File: src/rtl/core/ocvd_pkg.sv
// shared types, constants and the key hash for the corner de-duplication block
// no dependencies
package ocvd_pkg;

    localparam int REF_W          = 18;
    localparam int CNT_W          = 17;
    localparam int IDX_W          = 17;
    localparam int POS_IDX_W      = 16;
    localparam int VNUM_W         = 12;
    localparam int KEY_W          = 3 * IDX_W;

    localparam int DEF_MAX_VERTICES = 4096;
    localparam int MAX_ATTRIBUTES   = 65536;
    localparam int INDEX_LIMIT      = 65536;
    localparam int ATTR_LIMIT       = (MAX_ATTRIBUTES < INDEX_LIMIT) ?
                                      MAX_ATTRIBUTES : INDEX_LIMIT;

    // resolved reference meaning "use the default value"
    localparam logic [IDX_W-1:0] IDX_NONE = '1;

    typedef enum logic [1:0] {
        STATUS_OK   = 2'd0,
        STATUS_SKIP = 2'd1,
        STATUS_FULL = 2'd2
    } t_status;

    typedef enum logic [2:0] {
        ST_CLEAR,
        ST_IDLE,
        ST_RES_P,
        ST_RES_T,
        ST_RES_N,
        ST_READ,
        ST_CMP,
        ST_DONE
    } t_state;

    // result of one reference resolution
    typedef struct packed {
        logic             ok;
        logic [IDX_W-1:0] idx;
    } t_res;

    // xor fold of the three key fields, rotated so sequential refs spread
    function automatic logic [IDX_W-1:0] key_hash(logic [KEY_W-1:0] key);
        logic [IDX_W-1:0] p;
        logic [IDX_W-1:0] t;
        logic [IDX_W-1:0] n;
        begin
            p = key[3*IDX_W-1 -: IDX_W];
            t = key[2*IDX_W-1 -: IDX_W];
            n = key[IDX_W-1:0];
            key_hash = p ^ {t[7:0], t[16:8]} ^ {n[12:0], n[16:13]};
        end
    endfunction

endpackage

File: src/rtl/core/ocvd_resolve.sv
// shared reference resolver: one add and one range compare
// depends on ocvd_pkg
module ocvd_resolve
    import ocvd_pkg::*;
(
    input  logic signed [REF_W-1:0] i_ref,
    input  logic        [CNT_W-1:0] i_count,
    output t_res                    o_res
);

    logic [CNT_W-1:0]      size;
    logic signed [REF_W:0] ref_x;
    logic signed [REF_W:0] addend;
    logic signed [REF_W:0] sum;
    logic                  ref_pos;
    logic                  ref_neg;
    logic                  in_range;

    always_comb begin
        // count clipped to what an index field can address
        if (i_count > CNT_W'(ATTR_LIMIT)) begin
            size = CNT_W'(ATTR_LIMIT);
        end else begin
            size = i_count;
        end
        ref_x   = {i_ref[REF_W-1], i_ref};
        ref_neg = i_ref[REF_W-1];
        ref_pos = !ref_neg && (i_ref != '0);
        // positive: ref - 1, negative: size + ref
        addend  = ref_pos ? '1 : $signed({2'b00, size});
        sum     = addend + ref_x;
        if (ref_pos) begin
            in_range = (sum[REF_W-1:0] < {1'b0, size});
        end else if (ref_neg) begin
            in_range = !sum[REF_W];
        end else begin
            in_range = 1'b0;
        end
        o_res.ok  = in_range;
        o_res.idx = in_range ? sum[IDX_W-1:0] : IDX_NONE;
    end

endmodule

File: config.mk
export PLATFORM = sky130hd
export DESIGN_NAME = ocvd_resolve
export DESIGN_NICKNAME = d
export VERILOG_FILES = /design/src/rtl/core/ocvd_pkg.sv /design/src/rtl/core/ocvd_resolve.sv
export SDC_FILE = /design/constraint.sdc
export NUM_CORES = 1
export LEC_CHECK = 0
export BUFFER_PORTS_ARGS = -buffer_cell sky130_fd_sc_hd__buf_2
export CAP_MARGIN = 15
export CORE_UTILIZATION = 30
export DETAILED_ROUTE_END_ITERATION = 7
export GPL_TIMING_DRIVEN = 0
export PLACE_DENSITY = 0.59
export SYNTH_ARGS = -nofsm -noshare
export SYNTH_HDL_FRONTEND = slang
export SYNTH_SLANG_ARGS = --single-unit
File: constraint.sdc
create_clock -name vclk -period 6.6
set_clock_uncertainty 0.15 [all_clocks]
set_input_delay 0 -clock vclk [all_inputs]
set_output_delay 0 -clock vclk [all_outputs]
set_load 0.02 [all_outputs]
### Yosys cells after proc, flatten, opt, wreduce, memory -nomap -nowiden

Index checks and enable logic that the tools add are counted.

* register bits after elaboration: 0
* bits in latches: 0
* RAM bits: 0
* bits in read-only memories: 0
* input port bits: 35
* output and inout bits: 18
* word-level logic and storage cells: 12
* memories kept: 0

* $add $sub $neg: 1
* $mul: 0
* divide/modulo/power cells: 0
* order comparisons: 2
* eq/ne operators: 0
* shift-type cells: 0
* mux-type cells: 5
* bitwise operators: 0
* reduce and logical (&&, ||, !) cells: 4

Operators with widths (number)
* 17-bit 2-to-1 mux: 2
* 19-bit by 18-bit adder with 19-bit output: 1
* 19-bit 2-to-1 mux: 1
* 18-bit by 17-bit less-than comparator with 1-bit output: 1
* 18-bit nonzero test: 1
* 17-bit > comparator (second input constant): 1
* 1-bit logical NOT: 2
* 1-bit 2-to-1 mux: 2
* 1-bit logical AND: 1

### Logic depth before layout (Yosys ltp)

* depth in word-level cells: 8
* mapped depth: 23
* depth with buffers taken out: 21

### Worst setup path before layout

No wires, ideal clock.

* kind: input to output
* start: input port i_ref[3]
* end: output port o_res[13] (netlist name)
* data arrival time: 4931 ps
* data required time: 6450 ps
* slack: 1519 ps
* stages: 22
* buffers on the path: 2
* cell sequence: or4_1 > nor3_1 > nand3_1 > nand2b_1 > clkbuf_1 > clkbuf_1 > nand2_1 > ha_1 > nand2_1 > o21ai_0 > nor4_1 > a21oi_1 > mux2_2 > or2_2 > ha_1 > a211o_1 > a31oi_1 > o21ba_2 > o311ai_0 > nor3_1 > a221o_2 > or3b_1

RTL lines
* start: declaration: RTL line ocvd_resolve.sv:6 `input logic signed [REF_W-1:0] i_ref,`
* end: declaration: RTL line ocvd_resolve.sv:8 `output t_res o_res`

==> key figures <==
Drt
  • ANT nets after route: 0
  • Drt initial violations: 73
  • Vias per cell: 5.23
  • DRC errors left: 0
  • WL/cell: 13.8 um
  • Drt pass-1 iters: 4
  • Vias: 1,853
  • WL final: 4.90 mm

STA
  • Fmax: 167 MHz
  • Final slew viol count: 0
  • Hold Vio Cnt, Final: 0
  • RSZ-0062 raised after global routing: false
  • Worst-Margin Slew: 0.435 ns
  • Worst hold slack: 0.353 ns
  • Min Clock Period, post-route: 5.98 ns
  • Max transition margin: 0.706
  • Setup TNS: 0 ns
  • Post-route clock period utilization: 0.907
  • Final setup violation count: 0

Power
  • Max IR drop VDD: 0.0361 mV
  • Pwr Total: 0.284 mW
  • Lkg Pwr: 0.926 nW
  • Power Density: 143 mW/mm^2

Critical path
  • CP Launch Type: input pin
  • Slowest library cell on the worst path: or4_1
  • CP Data Arrival Time: 5.83 ns
  • CP Cell Sequence: buf_2 > or4_1 > nor3_1 > nand3_1 > nand2b_1 > clkbuf_1 > clkbuf_1 > nand2_1 > ha_1 > nand2_1 > o21ai_0 > nor4_1 > a21oi_2 > mux2_2 > or2_2 > ha_1 > a211o_1 > a31oi_1 > o21ba_2 > o311ai_0 > nor3_1 > a221o_2 > or3b_1 > buf_2
  • CP Capture Type: output port
  • Worst-path maximum fanout: 10
  • Setup CP Type: input pin to output port
  • Req. time, crit path: 6.45 ns
  • Critical path's largest stage delay: 0.53 ns

Finish
  • Fillers: 571
  • Ratio of cells with drive above 1 in the final layout: 0.254
  • ANT cells: 0
  • Syn-to-layout area delta: 21.9%
  • Finished Cell Area: 0.00199 mm^2
  • Register area: 0 um^2
  • Final core area utilization: 0.384
  • Nets: 355
  • Area occupied by multi-input gates: 0.00156 mm^2
  • Layout clock buffer count: 0
  • Seq Cell Count: 0

Job
  • Max-cap violations: 0

Placed design
  • Input/output buffers: 53
  • Hpwl dp: 4.30 mm
  • Placed Area: 0.00198 mm^2
  • Routability cong.: 0.909

Min path
  • Hold depth: 4
  • HP Start: i_ref[0]
  • Hold/Removal Path Class: input pin to output port
  • Hold Path End: o_res[0]

Logic synthesis
  • Synth Cell Area: 0.00163 mm^2
  • Most common cell in the netlist: nand2_1
  • Synth top area cells: ha_1, nand2_1, a21oi_1
  • Syn Inst Count: 231
  • Commonest cells in the synthesized netlist: nand2_1, ha_1, a21oi_1
  • Yosys cell types: 52
  • Yosys top cell by area: ha_1
  • Top-area cell type share of the netlist area: 0.253
  • Syn_nets: 300
  • Synth Warn #: 0
  • Seq/Total Area, Yosys: 0
  • Mapped Avg Cell Area: 7.05 um^2

Status
  • Status: complete, no violations

Global routing
  • GR Overflow Total: 0
  • Initial antenna violation count: 0
  • First-pass GRT wire length: 7.92 mm
  • Total track usage: 0.178
  • Vias in the first global route: 1,723
  • Largest net degree at the start of global routing: 11

Die
  • IO Pins: 53
  • Die W: 75.7 um
  • Rows: 26
  • Initial Utilization: 0.315
  • Die Y: 75.7 um
  • Core footprint: 0.00517 mm^2
  • Die area: 0.00573 mm^2
## final cells by class
type,instances,share of cell area
buffer,8,0.0208
timing repair buffer,53,0.134
multi-input combinational,215,0.786
inverter,8,0.0151
tap,70,0.0441
## where the power goes
part	leakage [nW]	internal [mW]	switching (mW)
Combinational	0.926	0.121	0.163
Clock	0	0	0
Sequential	0	0	0
## through the flow
| step | worst slack [ns] | instances |
|---|---|---|
| after detailed placement | 0.415 | 354 |
| final | 0.616 | 354 |
| after floorplan | 1.52 | 231 |
| after global placement | 0.452 | 354 |
| after global routing | 0.109 | 354 |
| after CTS | 0.424 | 354 |
## cells in the final DEF, fill, tap and decap left out, drive strengths merged, types with 2 or more instances in the layout
master	n
buf	56
nand2	40
ha	33
a21oi	17
nor2	14
o21ai	11
nand2b	10
inv	8
a21o	8
nor4	6
xnor2	6
or2b	6
nor3	5
nand3	5
clkbuf	5
xor2	5
o21a	4
o211ai	4
or4	3
a31oi	3
a211oi	3
a41o	2
nor2b	2
nand4	2
or3	2
mux2i	2
a41oi	2
nor4b	2
## worst max-delay path by stage
stage,from,end
3_3_place_gp,i_ref[3],o_res[13]
3_5_place_dp,i_ref[3],o_res[13]
6_report,i_ref[3],o_res[13]
4_1_cts,i_ref[3],o_res[13]
5_1_grt,i_ref[3],o_res[13]
2_1_floorplan,i_ref[3],o_res[13]
## per-layer routing
metal / up-vias / global-route usage / share of wire
li1: 970 / - / -
met1: 834 / 0.253 / 0.49
met2: 47 / 0.315 / 0.47
met3: 2 / 0.00397 / 0.041
met4: 0 / 0.00823 / 0.0029
met5: - / 0 / 0
## worst max-delay path, delay by kind of cell
kind / cells / cell delay, ns
AOI/OAI and AO/OA: 7 / 1.58
buffers and inverters: 4 / 0.93
and+or+nand+nor: 10 / 2.18
adders and majority gates: 2 / 0.75
muxes: 1 / 0.38
## kinds of logic (layout without fill, tap and decap cells)
kind of cell | Yosys count | after routing | synth area share
and+or+nand+nor | 102 | 102 | 0.326
AOI/OAI and AO/OA | 65 | 65 | 0.286
adders and majority gates | 34 | 34 | 0.266
buffers and inverters | 16 | 69 | 0.0438
xor gates and xnor gates | 11 | 11 | 0.0591
muxes | 3 | 3 | 0.0192
## repair_timing
action / 4_1_cts / 5_1_grt
hold buffers: 0 / 0
resized for setup: 0 / 1
endpoints found under the setup margin: 0 / 11
buffers inserted: 0 / 0
No activity file was read; power rests on OpenSTA's default activity.
